===== config.mk =====
export PLATFORM = sky130hd
export DESIGN_NAME = char_lcd_nibble_writer
export DESIGN_NICKNAME = d
export VERILOG_FILES = /design/src/hdl/lcdnw_pkg.sv /design/src/hdl/lcdnw_front.sv /design/src/hdl/lcdnw_queue.sv /design/src/hdl/lcdnw_back.sv /design/src/hdl/char_lcd_nibble_writer.sv
export SDC_FILE = /design/constraint.sdc
export NUM_CORES = 1
export LEC_CHECK = 0
export BUFFER_PORTS_ARGS = -buffer_cell sky130_fd_sc_hd__clkbuf_2
export CAP_MARGIN = 20
export CORE_AREA = 5 5 83 85
export CTS_BUF_LIST = sky130_fd_sc_hd__clkbuf_16
export CTS_CLUSTER_DIAMETER = 200
export DETAILED_ROUTE_END_ITERATION = 8
export DIE_AREA = 0 0 88 90
export MAX_ROUTING_LAYER = met4
export PLACE_DENSITY = 0.68
export SLEW_MARGIN = 20
export SYNTH_ARGS = -nofsm -noshare
export SYNTH_HDL_FRONTEND = slang
export SYNTH_SLANG_ARGS = --single-unit

===== constraint.sdc =====
create_clock -name clock -period 2.4 [get_ports clock]
set_input_delay 0.48 -clock clock [delete_from_list [all_inputs] [get_ports clock]]
set_output_delay 0.48 -clock clock [all_outputs]
set_load 0.03 [all_outputs]

===== src/hdl/lcdnw_pkg.sv =====
package lcdnw_pkg;

   // defaults for the top-level parameters
   localparam int LINE_CHARS_DEFAULT  = 16;
   localparam int QUEUE_DEPTH_DEFAULT = 2;

   // character count, fixed 6-bit field
   localparam int                 COUNT_W   = 6;
   localparam logic [COUNT_W-1:0] COUNT_MAX = '1;

   // operation codes on req_op
   localparam int             OP_W          = 3;
   localparam logic [OP_W-1:0] OP_PUT_CHAR  = 3'd0;
   localparam logic [OP_W-1:0] OP_RAW_CMD   = 3'd1;
   localparam logic [OP_W-1:0] OP_RAW_DATA  = 3'd2;
   localparam logic [OP_W-1:0] OP_CLEAR     = 3'd3;
   localparam logic [OP_W-1:0] OP_SET_POS   = 3'd4;
   localparam logic [OP_W-1:0] OP_SET_STATE = 3'd5;
   localparam logic [OP_W-1:0] OP_INIT      = 3'd6;

   // display commands
   localparam logic [7:0] CMD_CLEAR        = 8'h01;
   localparam logic [7:0] CMD_ENTRY_MODE   = 8'h06;
   localparam logic [7:0] CMD_DISPLAY_OFF  = 8'h08;
   localparam logic [7:0] CMD_DISPLAY_ON   = 8'h0C;
   localparam logic [7:0] CMD_INIT_DISPLAY = 8'h0E;
   localparam logic [7:0] CMD_LINE1        = 8'h80;
   localparam logic [7:0] CMD_LINE2        = 8'hC0;

   // single nibbles of the 4-bit bus setup
   localparam logic [3:0] NIB_FUNC_HI = 4'h2;
   localparam logic [3:0] NIB_FUNC_LO = 4'h8;

   // strobe sequence kinds queued between front and back
   localparam int               KIND_W          = 3;
   localparam logic [KIND_W-1:0] KIND_BYTE       = 3'd0;
   localparam logic [KIND_W-1:0] KIND_LINE2_DATA = 3'd1;
   localparam logic [KIND_W-1:0] KIND_CLEAR      = 3'd2;
   localparam logic [KIND_W-1:0] KIND_CLEAR_DATA = 3'd3;
   localparam logic [KIND_W-1:0] KIND_INIT       = 3'd4;

   // strobe index within one sequence
   localparam int               STEP_W         = 4;
   localparam logic [STEP_W-1:0] INIT_LAST_STEP = 4'd10;

   typedef struct packed {
      logic [KIND_W-1:0] kind;
      logic              rs;
      logic [7:0]        data;
   } job_type;

   typedef struct packed {
      logic       rs;
      logic [3:0] nib;
      logic       last;
   } strobe_type;

   typedef struct packed {
      logic full;
      logic empty;
   } queue_status_type;

   // byte number of the final byte in a paired sequence
   function automatic logic [STEP_W-2:0] last_pos(logic [KIND_W-1:0] kind);
      logic [STEP_W-2:0] p;
      case (kind)
         KIND_LINE2_DATA: p = 3'd1;
         KIND_CLEAR:      p = 3'd1;
         KIND_CLEAR_DATA: p = 3'd2;
         default:         p = 3'd0;
      endcase
      return p;
   endfunction

   // byte sent at byte number pos of a paired sequence
   function automatic logic [7:0] seq_byte(job_type j, logic [STEP_W-2:0] pos);
      logic [7:0] b;
      case (j.kind)
         KIND_LINE2_DATA: b = pos[0] ? j.data : CMD_LINE2;
         KIND_CLEAR:      b = pos[0] ? CMD_LINE1 : CMD_CLEAR;
         KIND_CLEAR_DATA: b = pos[1] ? j.data : (pos[0] ? CMD_LINE1 : CMD_CLEAR);
         default:         b = j.data;
      endcase
      return b;
   endfunction

   // power-up sequence, one nibble per strobe
   function automatic logic [3:0] init_nibble(logic [STEP_W-1:0] step);
      logic [3:0] n;
      case (step)
         4'd0:    n = NIB_FUNC_HI;
         4'd1:    n = NIB_FUNC_HI;
         4'd2:    n = NIB_FUNC_LO;
         4'd3:    n = CMD_INIT_DISPLAY[7:4];
         4'd4:    n = CMD_INIT_DISPLAY[3:0];
         4'd5:    n = CMD_CLEAR[7:4];
         4'd6:    n = CMD_CLEAR[3:0];
         4'd7:    n = CMD_LINE1[7:4];
         4'd8:    n = CMD_LINE1[3:0];
         4'd9:    n = CMD_ENTRY_MODE[7:4];
         default: n = CMD_ENTRY_MODE[3:0];
      endcase
      return n;
   endfunction

   function automatic strobe_type job_strobe(job_type j, logic [STEP_W-1:0] step);
      strobe_type        s;
      logic [STEP_W-2:0] pos;
      logic [STEP_W-2:0] lp;
      logic [7:0]        b;
      pos = step[STEP_W-1:1];
      lp  = last_pos(j.kind);
      b   = seq_byte(j, pos);
      if (j.kind == KIND_INIT) begin
         s.rs   = 1'b0;
         s.nib  = init_nibble(step);
         s.last = (step == INIT_LAST_STEP);
      end else begin
         s.rs   = (pos == lp) ? j.rs : 1'b0;
         s.nib  = step[0] ? b[3:0] : b[7:4];
         s.last = step[0] && (pos == lp);
      end
      return s;
   endfunction

endpackage


===== src/hdl/lcdnw_front.sv =====
module lcdnw_front #(
   parameter int LINE_CHARS = lcdnw_pkg::LINE_CHARS_DEFAULT
) (
   input  logic                           clock,
   input  logic                           reset,
   input  logic                           req_valid,
   input  logic [lcdnw_pkg::OP_W-1:0]     req_op,
   input  logic [7:0]                     req_value,
   input  logic [5:0]                     req_column,
   input  logic                           req_row,
   input  logic                           req_display_on,
   input  logic                           req_cursor_on,
   input  logic                           req_blink_on,
   input  logic                           queue_full,
   output logic                           push,
   output lcdnw_pkg::job_type             push_job
);
   import lcdnw_pkg::*;

   localparam int WRAP_LIMIT = (2 * LINE_CHARS > 63) ? 63 : 2 * LINE_CHARS;
   localparam logic [COUNT_W-1:0] LINE_COUNT = COUNT_W'(LINE_CHARS);
   localparam logic [COUNT_W-1:0] WRAP_COUNT = COUNT_W'(WRAP_LIMIT);

   logic [COUNT_W-1:0] count_ff, count_in;
   logic [COUNT_W-1:0] count_inc;
   logic               accept;
   logic               known_op;

   assign accept    = req_valid && !queue_full;
   assign count_inc = (count_ff == COUNT_MAX) ? count_ff : count_ff + COUNT_W'(1);

   always_comb begin
      push_job.kind = KIND_BYTE;
      push_job.rs   = 1'b0;
      push_job.data = req_value;
      known_op      = 1'b1;
      count_in      = count_ff;
      case (req_op)
         OP_PUT_CHAR: begin
            push_job.rs = 1'b1;
            if (count_ff == LINE_COUNT) begin
               push_job.kind = KIND_LINE2_DATA;
               count_in      = count_inc;
            end else if (count_ff >= WRAP_COUNT) begin
               push_job.kind = KIND_CLEAR_DATA;
               count_in      = COUNT_W'(1);
            end else begin
               count_in = count_inc;
            end
         end
         OP_RAW_CMD: begin
            push_job.rs = 1'b0;
         end
         OP_RAW_DATA: begin
            push_job.rs = 1'b1;
         end
         OP_CLEAR: begin
            push_job.kind = KIND_CLEAR;
            count_in      = '0;
         end
         OP_SET_POS: begin
            push_job.data = {1'b1, req_row, req_column};
         end
         OP_SET_STATE: begin
            push_job.data = req_display_on
                          ? (CMD_DISPLAY_ON | {6'b0, req_cursor_on, req_blink_on})
                          : CMD_DISPLAY_OFF;
         end
         OP_INIT: begin
            push_job.kind = KIND_INIT;
            count_in      = '0;
         end
         default: begin
            known_op = 1'b0;
         end
      endcase
   end

   assign push = accept && known_op;

   always_ff @(posedge clock) begin
      if (reset) begin
         count_ff <= '0;
      end else if (accept) begin
         count_ff <= count_in;
      end
   end

endmodule


===== src/hdl/lcdnw_queue.sv =====
module lcdnw_queue #(
   parameter int DEPTH = lcdnw_pkg::QUEUE_DEPTH_DEFAULT
) (
   input  logic                          clock,
   input  logic                          reset,
   input  logic                          push,
   input  lcdnw_pkg::job_type            push_job,
   input  logic                          pop,
   output lcdnw_pkg::job_type            head_job,
   output lcdnw_pkg::queue_status_type   status
);
   import lcdnw_pkg::*;

   // pointers wrap after the last entry, any depth works
   localparam int PTR_W = (DEPTH > 1) ? $clog2(DEPTH) : 1;
   localparam int CNT_W = $clog2(DEPTH + 1);
   localparam logic [PTR_W-1:0] PTR_LAST = PTR_W'(DEPTH - 1);

   job_type            entries_ff [DEPTH];
   logic [PTR_W-1:0]   wr_ptr_ff, wr_ptr_in;
   logic [PTR_W-1:0]   rd_ptr_ff, rd_ptr_in;
   logic [CNT_W-1:0]   count_ff, count_in;

   always_comb begin
      wr_ptr_in = wr_ptr_ff;
      rd_ptr_in = rd_ptr_ff;
      if (push) begin
         wr_ptr_in = (wr_ptr_ff == PTR_LAST) ? '0 : wr_ptr_ff + PTR_W'(1);
      end
      if (pop) begin
         rd_ptr_in = (rd_ptr_ff == PTR_LAST) ? '0 : rd_ptr_ff + PTR_W'(1);
      end
      count_in  = count_ff + CNT_W'(push) - CNT_W'(pop);
   end

   assign head_job     = entries_ff[rd_ptr_ff];
   assign status.full  = (count_ff == CNT_W'(DEPTH));
   assign status.empty = (count_ff == '0);

   always_ff @(posedge clock) begin
      if (push) begin
         entries_ff[wr_ptr_ff] <= push_job;
      end
   end

   always_ff @(posedge clock) begin
      if (reset) begin
         wr_ptr_ff <= '0;
         rd_ptr_ff <= '0;
         count_ff  <= '0;
      end else begin
         wr_ptr_ff <= wr_ptr_in;
         rd_ptr_ff <= rd_ptr_in;
         count_ff  <= count_in;
      end
   end

endmodule


===== src/hdl/lcdnw_back.sv =====
module lcdnw_back (
   input  logic                clock,
   input  logic                reset,
   input  logic                head_valid,
   input  lcdnw_pkg::job_type  head_job,
   output logic                pop,
   output logic                rsp_valid,
   input  logic                rsp_stall,
   output logic                rsp_reg_select,
   output logic [3:0]          rsp_nibble,
   output logic                rsp_last
);
   import lcdnw_pkg::*;

   logic [STEP_W-1:0] step_ff, step_in;
   logic              rsp_valid_ff, rsp_valid_in;
   strobe_type        strobe_ff, strobe_in;
   strobe_type        strobe;
   logic              advance;

   assign advance = !rsp_valid_ff || !rsp_stall;
   assign strobe  = job_strobe(head_job, step_ff);
   assign pop     = advance && head_valid && strobe.last;

   always_comb begin
      step_in      = step_ff;
      rsp_valid_in = rsp_valid_ff;
      strobe_in    = strobe_ff;
      if (advance) begin
         rsp_valid_in = head_valid;
         if (head_valid) begin
            strobe_in = strobe;
            step_in   = strobe.last ? '0 : step_ff + STEP_W'(1);
         end
      end
   end

   always_ff @(posedge clock) begin
      if (reset) begin
         step_ff      <= '0;
         rsp_valid_ff <= 1'b0;
      end else begin
         step_ff      <= step_in;
         rsp_valid_ff <= rsp_valid_in;
      end
   end

   always_ff @(posedge clock) begin
      strobe_ff <= strobe_in;
   end

   assign rsp_valid      = rsp_valid_ff;
   assign rsp_reg_select = strobe_ff.rs;
   assign rsp_nibble     = strobe_ff.nib;
   assign rsp_last       = strobe_ff.last;

endmodule


===== src/hdl/char_lcd_nibble_writer.sv =====
// Character display writer for a two-line display on a 4-bit bus. Each request is one operation
// (put char, raw command, raw data, clear, set position, set display state, init) and turns
// into a run of nibble strobes on the rsp side, high nibble first, each with its register-select
// bit and with rsp_last marking the final strobe of the request. The back end sends one strobe
// per cycle while rsp_stall is low, so a request is 2 strobes (raw byte, position, state, plain
// put char), 4 strobes (clear, put char that moves to line two), 6 strobes (put char that wraps
// and clears first) or 11 strobes (init); unused op code 7 is taken and produces nothing.
// Requests are classified on entry and wait in a QUEUE_DEPTH-entry queue, so a new request is
// taken every cycle until that queue fills; req_stall is high exactly while it is full.
module char_lcd_nibble_writer #(
   parameter int LINE_CHARS  = lcdnw_pkg::LINE_CHARS_DEFAULT,
   parameter int QUEUE_DEPTH = lcdnw_pkg::QUEUE_DEPTH_DEFAULT
) (
   input  logic                        clock,
   input  logic                        reset,
   input  logic                        req_valid,
   output logic                        req_stall,
   input  logic [lcdnw_pkg::OP_W-1:0]  req_op,
   input  logic [7:0]                  req_value,
   input  logic [5:0]                  req_column,
   input  logic                        req_row,
   input  logic                        req_display_on,
   input  logic                        req_cursor_on,
   input  logic                        req_blink_on,
   output logic                        rsp_valid,
   input  logic                        rsp_stall,
   output logic                        rsp_reg_select,
   output logic [3:0]                  rsp_nibble,
   output logic                        rsp_last
);
   import lcdnw_pkg::*;

   // front to queue
   logic             push;
   job_type          push_job;

   // queue to back
   job_type          head_job;
   logic             pop;
   queue_status_type q_status;

   // front: decodes the op, keeps the character count, picks the strobe sequence
   lcdnw_front #(
      .LINE_CHARS (LINE_CHARS)
   ) u_front (
      .clock          (clock),
      .reset          (reset),
      .req_valid      (req_valid),
      .req_op         (req_op),
      .req_value      (req_value),
      .req_column     (req_column),
      .req_row        (req_row),
      .req_display_on (req_display_on),
      .req_cursor_on  (req_cursor_on),
      .req_blink_on   (req_blink_on),
      .queue_full     (q_status.full),
      .push           (push),
      .push_job       (push_job)
   );

   // sequences waiting for the back end
   lcdnw_queue #(
      .DEPTH (QUEUE_DEPTH)
   ) u_queue (
      .clock    (clock),
      .reset    (reset),
      .push     (push),
      .push_job (push_job),
      .pop      (pop),
      .head_job (head_job),
      .status   (q_status)
   );

   // back: steps through the head sequence, one strobe per transfer
   lcdnw_back u_back (
      .clock          (clock),
      .reset          (reset),
      .head_valid     (!q_status.empty),
      .head_job       (head_job),
      .pop            (pop),
      .rsp_valid      (rsp_valid),
      .rsp_stall      (rsp_stall),
      .rsp_reg_select (rsp_reg_select),
      .rsp_nibble     (rsp_nibble),
      .rsp_last       (rsp_last)
   );

   // stall only on a full queue, never on the op itself
   assign req_stall = q_status.full;

   // an empty queue always takes a transfer
   a_empty_not_stalled: assert property (@(posedge clock) disable iff (reset)
      q_status.empty |-> !req_stall)
      else $error("request stalled with an empty queue");

   // a real op that is taken leaves work in the queue
   a_push_lands: assert property (@(posedge clock) disable iff (reset)
      (req_valid && !req_stall
       && (req_op == OP_PUT_CHAR || req_op == OP_RAW_CMD || req_op == OP_RAW_DATA
           || req_op == OP_CLEAR || req_op == OP_SET_POS || req_op == OP_SET_STATE
           || req_op == OP_INIT)) |=> !q_status.empty)
      else $error("accepted operation did not reach the queue");

   // the output register is never dropped while stalled
   a_no_drop: assert property (@(posedge clock) disable iff (reset)
      (!$past(reset) && $fell(rsp_valid)) |-> $past(!rsp_stall))
      else $error("strobe dropped without a transfer");

   // output register is empty right after reset
   a_reset_clears: assert property (@(posedge clock)
      $past(reset) |-> !rsp_valid)
      else $error("strobe pending after reset");

endmodule

; Word level (Yosys, flattened, before mapping)
; Memories as Yosys holds them, arrays and structs flattened. A register that Yosys moved wholly into a read port is not among the register bits.
; Cells that the tools add are included.
[totals]
output_inout_bits = 8
ramBits = 24
register_bits = 21
rom_bits = 64
input_bits = 25
n_memories = 2
word_cells = 82
[memory_table]
columns = name, depth, word_bits, rd, rd_clocked_by_memory_dff, wr, line_no
row1 = (name not given), 16, 4, 1, 1, 0, lcdnw_pkg.sv:90  ; case (step)
row2 = u_queue.entries_ff, 2, 12, 1, 1, 1, lcdnw_queue.sv:19  ; job_type entries_ff [DEPTH];
[op_classes]
n_eq_ne = 15
magnitude_cmp = 1
n_bitwise = 2
n_reduce_logical = 20
n_addsub = 6
n_mux = 27
[op_table]
columns = op, n
row1 = 2-to-1 mux 8 bit, 3
row2 = case mux 8 bit (3 select lines), 1
row3 = 2-to-1 mux 6 bit, 3
row4 = 2-to-1 mux 4 bit, 4
row5 = case mux 8 bit (2 select lines), 1
row6 = == test 3 x 2 -> 1 bit (second input constant), 4
row7 = == test 3 bit (second input constant), 4
row8 = case mux 6 bit (2 select lines), 1
row9 = case mux 3 bit (3 select lines), 1
row10 = 2-to-1 mux 1 bit, 8
row11 = OR reduction 2 bit, 4
row12 = OR reduction 7 bit, 1
row13 = adder 6 x 1 -> 6 bit (second input constant), 1
row14 = == test 3 x 1 -> 1 bit (second input constant), 2
row15 = == test 6 x 5 -> 1 bit (second input constant), 1
row16 = == test 6 bit (second input constant), 1
row17 = >= comparator 6 bit (second input constant), 1
row18 = 2-to-1 mux 3 bit, 2
row19 = logical AND 1 bit, 5
row20 = 2-to-1 mux 5 bit, 1
row21 = adder 4 x 1 -> 4 bit (second input constant), 1
row22 = == test 4 bit (second input constant), 1
row23 = zero test 1 bit, 4
row24 = case mux 2 bit (2 select lines), 1
row25 = 12 further kinds, 15

; Depth between registers and ports, before layout
[depth]
depth_word = 9
ltp_mapped = 14

; Cells and area by module
; A second synthesis with hierarchy kept.
[hier_totals]
hier_cells = 250
hier_area_um2 = 2668.8
[modules_own_cells]
columns = module, area_per_inst_um2, cells_each, n_inst, seq_area_each_um2
row1 = lcdnw_queue, 1086.0, 58, 1, 820.8
row2 = lcdnw_back, 1002.2, 110, 1, 360.3
row3 = lcdnw_front, 576.8, 81, 1, 120.1
row4 = char_lcd_nibble_writer, 3.8, 1, 1, 0.0

; Least setup slack after synthesis
; No wires, ideal clock.
[synth_timing]
path_kind = reg-to-reg
startpoint = register u_back.step_ff[0]
endpoint = register with a tool-made name
setup_time_ns = 0.071
arrival_ns = 2.457
stages_incl_launch_ff = 12
slack_ns = -0.128
path_buffers = 1
path_cell_list = dfxtp_1 clkbuf_1 inv_1 ha_1 nand3b_1 a21oi_1 or3_1 a21oi_1 nand2_1 ha_1 or3_1 a21oi_1
[synth_lines]
columns = item, line_no
row1 = from (decl), lcdnw_back.sv:15  ; logic [STEP_W-1:0] step_ff, step_in;
row2 = from (signal assigned), lcdnw_back.sv:43  ; step_ff <= step_in;

==> flow_results.xml <==
<?xml version="1.0" encoding="UTF-8"?>
<metrics>
  <group name="route">
    <metric name="detailedRoute.firstIterationViolations" unit="">126</metric>
    <metric name="routedWlPerCell" unit="microns">14.2</metric>
    <metric name="routed_via_count_divided_by_cell_count" unit="">5.30</metric>
    <metric name="detail_route.wirelength" unit="microns">5310</metric>
    <metric name="firstDrtPassIters" unit="">4</metric>
    <metric name="drt_drc_violations_left" unit="">0</metric>
    <metric name="dr_total_vias" unit="">1977</metric>
    <metric name="antenna_left" unit="">0</metric>
  </group>
  <group name="synthesis">
    <metric name="synth-edff-count" unit="">30</metric>
    <metric name="async_flop_share" unit="%">0</metric>
    <metric name="synthesis.area" unit="sq um">2610</metric>
    <metric name="synth_seq_cells" unit="">50</metric>
    <metric name="synth_top_cells_by_area" unit="">sky130_fd_sc_hd__edfxtp_1 (34%), sky130_fd_sc_hd__dfxtp_1 (15%), sky130_fd_sc_hd__ha_1 (3.4%), sky130_fd_sc_hd__o21ai_0 (3.1%), sky130_fd_sc_hd__nor2_1 (3.0%)</metric>
    <metric name="net_count_of_the_mapped_netlist" unit="">275</metric>
    <metric name="yosysWarnings" unit="">0</metric>
    <metric name="postSynthCellCount" unit="">243</metric>
    <metric name="syn_area_per_cell" unit="sq um">10.8</metric>
    <metric name="postSynth.topFlopCell" unit="">sky130_fd_sc_hd__edfxtp_1</metric>
    <metric name="ys_seq_area_share" unit="%">49.8</metric>
    <metric name="yosysTopAreaCellShare" unit="%">34.5</metric>
    <metric name="synth.lib_cells_used.distinct" unit="">53</metric>
    <metric name="synth_area_leader_cell" unit="">sky130_fd_sc_hd__edfxtp_1</metric>
  </group>
  <group name="die">
    <metric name="ioPinCount" unit="">33</metric>
    <metric name="initial_utilization" unit="%">42.6</metric>
    <metric name="die_width" unit="microns">88</metric>
    <metric name="floorplan.die_area" unit="sq um">7920</metric>
    <metric name="die-height" unit="microns">90</metric>
    <metric name="row_count" unit="">29</metric>
    <metric name="core" unit="sq um">6130</metric>
  </group>
  <group name="hold_path">
    <metric name="worst_hold_startpoint" unit="">rsp_stall</metric>
    <metric name="worst_hold_path.num_cells" unit="">3</metric>
    <metric name="min_delay_worst_endpoint" unit="">u_back.rsp_valid</metric>
    <metric name="hp-class" unit="">in -&gt; reg</metric>
  </group>
  <group name="layout">
    <metric name="finish.cell_count_without_fillers" unit="">373</metric>
    <metric name="syn_to_final_growth" unit="%">22.6</metric>
    <metric name="post_route_cell_area" unit="sq um">3200</metric>
    <metric name="final_net_count" unit="">327</metric>
    <metric name="diode_insertion_count_for_antenna_repair" unit="">0</metric>
    <metric name="fillerInstances" unit="">550</metric>
    <metric name="drive_gt1_share" unit="%">31.1</metric>
  </group>
  <group name="place">
    <metric name="preCtsSetupSlack" unit="ns">-0.0572</metric>
    <metric name="detailed_place.area" unit="sq um">2950</metric>
    <metric name="dp.cells" unit="">362</metric>
    <metric name="io_buffer_count" unit="">32</metric>
    <metric name="dp.final_hpwl" unit="microns">3870</metric>
    <metric name="globalplace.congestion" unit="">0.901</metric>
  </group>
  <group name="global_routing">
    <metric name="grt_start_max_net_pins" unit="">20</metric>
    <metric name="grt_resource_usage_total" unit="%">13.8</metric>
    <metric name="globalRoute.totalOverflow" unit="">0</metric>
    <metric name="grt_antenna_before_repair" unit="">0</metric>
    <metric name="grt_pass1_wl" unit="microns">8620</metric>
    <metric name="vias_in_the_first_global_route" unit="">1908</metric>
  </group>
  <group name="pwr">
    <metric name="totalPowerFinal" unit="W">0.00308</metric>
    <metric name="pwr-share-seq" unit="%">38.6</metric>
    <metric name="netSwitchingPower" unit="W">0.000998</metric>
    <metric name="internal_power" unit="W">0.00208</metric>
    <metric name="cellLeakagePower" unit="nW">1.22</metric>
    <metric name="netSwitchingFraction" unit="%">32.4</metric>
    <metric name="clock_power_share" unit="%">25.3</metric>
    <metric name="logic_gate_share_of_total_power" unit="%">36.1</metric>
    <metric name="powerDensity" unit="nW/um^2">961</metric>
    <metric name="irDropWorstVdd" unit="uV">457</metric>
  </group>
  <group name="sta">
    <metric name="finalWorstPathRequiredPeriod" unit="ns">2.39</metric>
    <metric name="report.final.slew_viol_count" unit="">0</metric>
    <metric name="final_critical_path_setup_slack" unit="ns">0.00817</metric>
    <metric name="final.setup_skew" unit="ns">0.00559</metric>
    <metric name="slew_headroom" unit="%">55.0</metric>
    <metric name="final_hold_viol_count" unit="">0</metric>
    <metric name="report.final.setup_viol" unit="">0</metric>
    <metric name="period_share" unit="%">99.7</metric>
    <metric name="fmax" unit="MHz">418</metric>
    <metric name="grt_setup_unrepaired" unit="">true</metric>
    <metric name="tightestPinTransition" unit="ns">0.668</metric>
  </group>
  <group name="setup_path">
    <metric name="endpoint_required_time_on_the_critical_path" unit="ns">2.57</metric>
    <metric name="timing.reg2reg.worst_path_depth" unit="">11</metric>
    <metric name="rr_endpoint" unit="">u_queue.count_ff[1]</metric>
    <metric name="setup.worst_path.start_class" unit="">register</metric>
    <metric name="worstPathCellList" unit="">buf_6, nor4b_4, nor4_2, a31oi_1, a21bo_2, ha_4, inv_2, ha_4, xnor2_2, xnor2_1, nor2_1</metric>
    <metric name="worst-endpoint-arrival" unit="ns">2.56</metric>
    <metric name="cp_max_fo" unit="">4</metric>
    <metric name="timing_worst_setup_path_type" unit="">reg -&gt; reg</metric>
    <metric name="slowest_delay" unit="ns">0.47</metric>
    <metric name="r2r_setup_slk" unit="ns">0.008</metric>
    <metric name="timing.critical_path.slowest_stage_cell" unit="">sky130_fd_sc_hd__edfxtp_1</metric>
    <metric name="setup.worst_path.end_class" unit="">register</metric>
    <metric name="reg2reg_from" unit="">u_queue.entries_ff[0][9]</metric>
    <metric name="timing.critical_path.mode_cell" unit="">sky130_fd_sc_hd__ha_4</metric>
  </group>
  <group name="cts">
    <metric name="cts_buffers" unit="">5</metric>
    <metric name="cts.path.max_buffers" unit="">2</metric>
    <metric name="tritoncts" unit="">done</metric>
    <metric name="clkLatencyLatePin" unit="ns">0.28</metric>
    <metric name="cts-htree-levels" unit="">2</metric>
    <metric name="cts_hold_buf" unit="">0</metric>
    <metric name="cts_sinks" unit="">50</metric>
    <metric name="clock_pin_slew_on_the_worst_setup_and_hold_paths" unit="ns">0.07</metric>
    <metric name="cts_root_buf" unit="">sky130_fd_sc_hd__clkbuf_16</metric>
  </group>
  <group name="status">
    <metric name="outcome" unit="">finished, final reports clean</metric>
  </group>
  <group name="job">
    <metric name="drv.max_cap_violation_count" unit="">0</metric>
  </group>
</metrics>
[registers in the layout, summed over array words and instances (netlist names), named ones only]
register and cells:
u_front.count_ff 6, u_queue.rd_ptr_ff 1, u_back.rsp_nibble 4, u_back.rsp_last 1, u_back.rsp_valid 1, u_back.rsp_reg_select 1
u_queue.entries_ff 24, u_queue.wr_ptr_ff 1, u_queue.count_ff 2, u_back.step_ff 4
[kinds of logic (layout without fill, tap and decap cells)]
kind of cell,count (synthesis),after routing,share of synthesized area (%)
DFF,50,50,49.8
muxes,14,14,7.52
xor gates and xnor gates,8,8,2.68
buffers and inverters,23,76,5.03
AOI/OAI and AO/OA,54,54,12.6
and+or+nand+nor,87,87,19.0
adders and majority gates,7,7,3.35
[placed cells by master, fill, tap and decap left out, drive strengths merged, types with 5 or more instances in the layout]
cell type and n:
clkbuf 37, edfxtp 30, buf 25, nor2 21
dfxtp 20, nand2 17, o21ai 17, a21oi 14
inv 12, a31oi 7, ha 7, mux2 6
mux2i 6, nor2b 5, or3 5, nand2b 5
xnor2 5, nor4 5
[per-layer routing]
| layer | wire length (microns) | GRT usage, % | up-vias |
|---|---|---|---|
| met5 | 0 | - | - |
| met1 | 2380 | 16.7 | 938 |
| li1 | - | - | 997 |
| met3 | 193 | 2.83 | 6 |
| met4 | 55 | 3.96 | 0 |
| met2 | 2680 | 23.1 | 36 |
[synthesized netlist by cell type (2+ instances only)]
master and count:
sky130_fd_sc_hd__a22oi_1 2, sky130_fd_sc_hd__nand2b_1 5, sky130_fd_sc_hd__and2b_2 2, sky130_fd_sc_hd__nand2_1 17, sky130_fd_sc_hd__mux4_1 2, sky130_fd_sc_hd__xnor2_1 5
sky130_fd_sc_hd__a211oi_1 4, sky130_fd_sc_hd__inv_1 11, sky130_fd_sc_hd__nand4_1 4, sky130_fd_sc_hd__a21oi_1 14, sky130_fd_sc_hd__nor3_1 4, sky130_fd_sc_hd__nand3_1 3
sky130_fd_sc_hd__nor2_1 21, sky130_fd_sc_hd__o21bai_1 2, sky130_fd_sc_hd__a31oi_1 7, sky130_fd_sc_hd__nor4_1 5, sky130_fd_sc_hd__nand3b_1 4, sky130_fd_sc_hd__o21ai_0 16
sky130_fd_sc_hd__mux2_2 5, sky130_fd_sc_hd__clkbuf_1 7, sky130_fd_sc_hd__buf_6 2, sky130_fd_sc_hd__ha_1 7, sky130_fd_sc_hd__mux2i_1 5, sky130_fd_sc_hd__or3_1 5
sky130_fd_sc_hd__edfxtp_1 30, sky130_fd_sc_hd__nor2b_1 5, sky130_fd_sc_hd__xor2_1 3, sky130_fd_sc_hd__dfxtp_1 20, sky130_fd_sc_hd__nor3b_1 2
[power by group through the flow]
stage / sequential, W / clock (W) / combinational, W
after detailed placement: 0.00121 / 0 / 0.00103
final: 0.00119 / 0.000780 / 0.00111
after CTS: 0.00119 / 0.000798 / 0.00103
after global placement: 0.00120 / 0 / 0.00102
after global routing: 0.00121 / 0.000829 / 0.00122
after floorplan: 0.00132 / 0 / 0.000609
[what timing repair did]
action / in CTS / in global routing
gates resized for setup: 1 / 14
setup endpoints to repair: 2 / 2
setup buffers: 0 / 3
pin swaps: 0 / 7
gates cloned: 0 / 0
[critical path: cells and delay by family, from the launching register on]
family,cells,cell delay (ns)
fa+ha+maj,2,0.41
buf+inv,2,0.20
xor+xnor,2,0.30
flops,1,0.47
simple gates,3,0.48
compound gates,2,0.41
[area by class of cell]
type / instances / area, sq um / area share [%]
clock inverters: 3 / 41.3 / 1.29
well taps: 77 / 96.3 / 3.01
repair buffers: 57 / 352 / 11.0
multi-input cells: 170 / 1240 / 38.8
clock buffers: 5 / 125 / 3.91
inverters: 11 / 41.3 / 1.29
flip-flops and latches: 50 / 1300 / 40.7
[stage by stage]
stage                     TNS, ns  hold slack [ns]  utilization (%)
after floorplan                 0            0.467                -
after global placement          0            0.488             48.1
after detailed placement   -0.102            0.488             48.1
after CTS                       0            0.463             50.8
after global routing       -0.228            0.484             52.2
final                           0            0.461             52.2
[worst max path at each step]
stage	from	to	slack, ns	cells after the start
global route	u_queue.entries_ff[0][9]	u_queue.count_ff[1]	-0.18	11
finish	u_queue.entries_ff[0][9]	u_queue.count_ff[1]	0.008	11
floorplan	u_queue.entries_ff[0][10]	u_queue.count_ff[1]	0.03	11
CTS	register	register	0.002	9
detailed placement	register	register	-0.06	9
global placement	register	u_queue.count_ff[1]	0.04	11
Power figures use the tool's default switching activity.
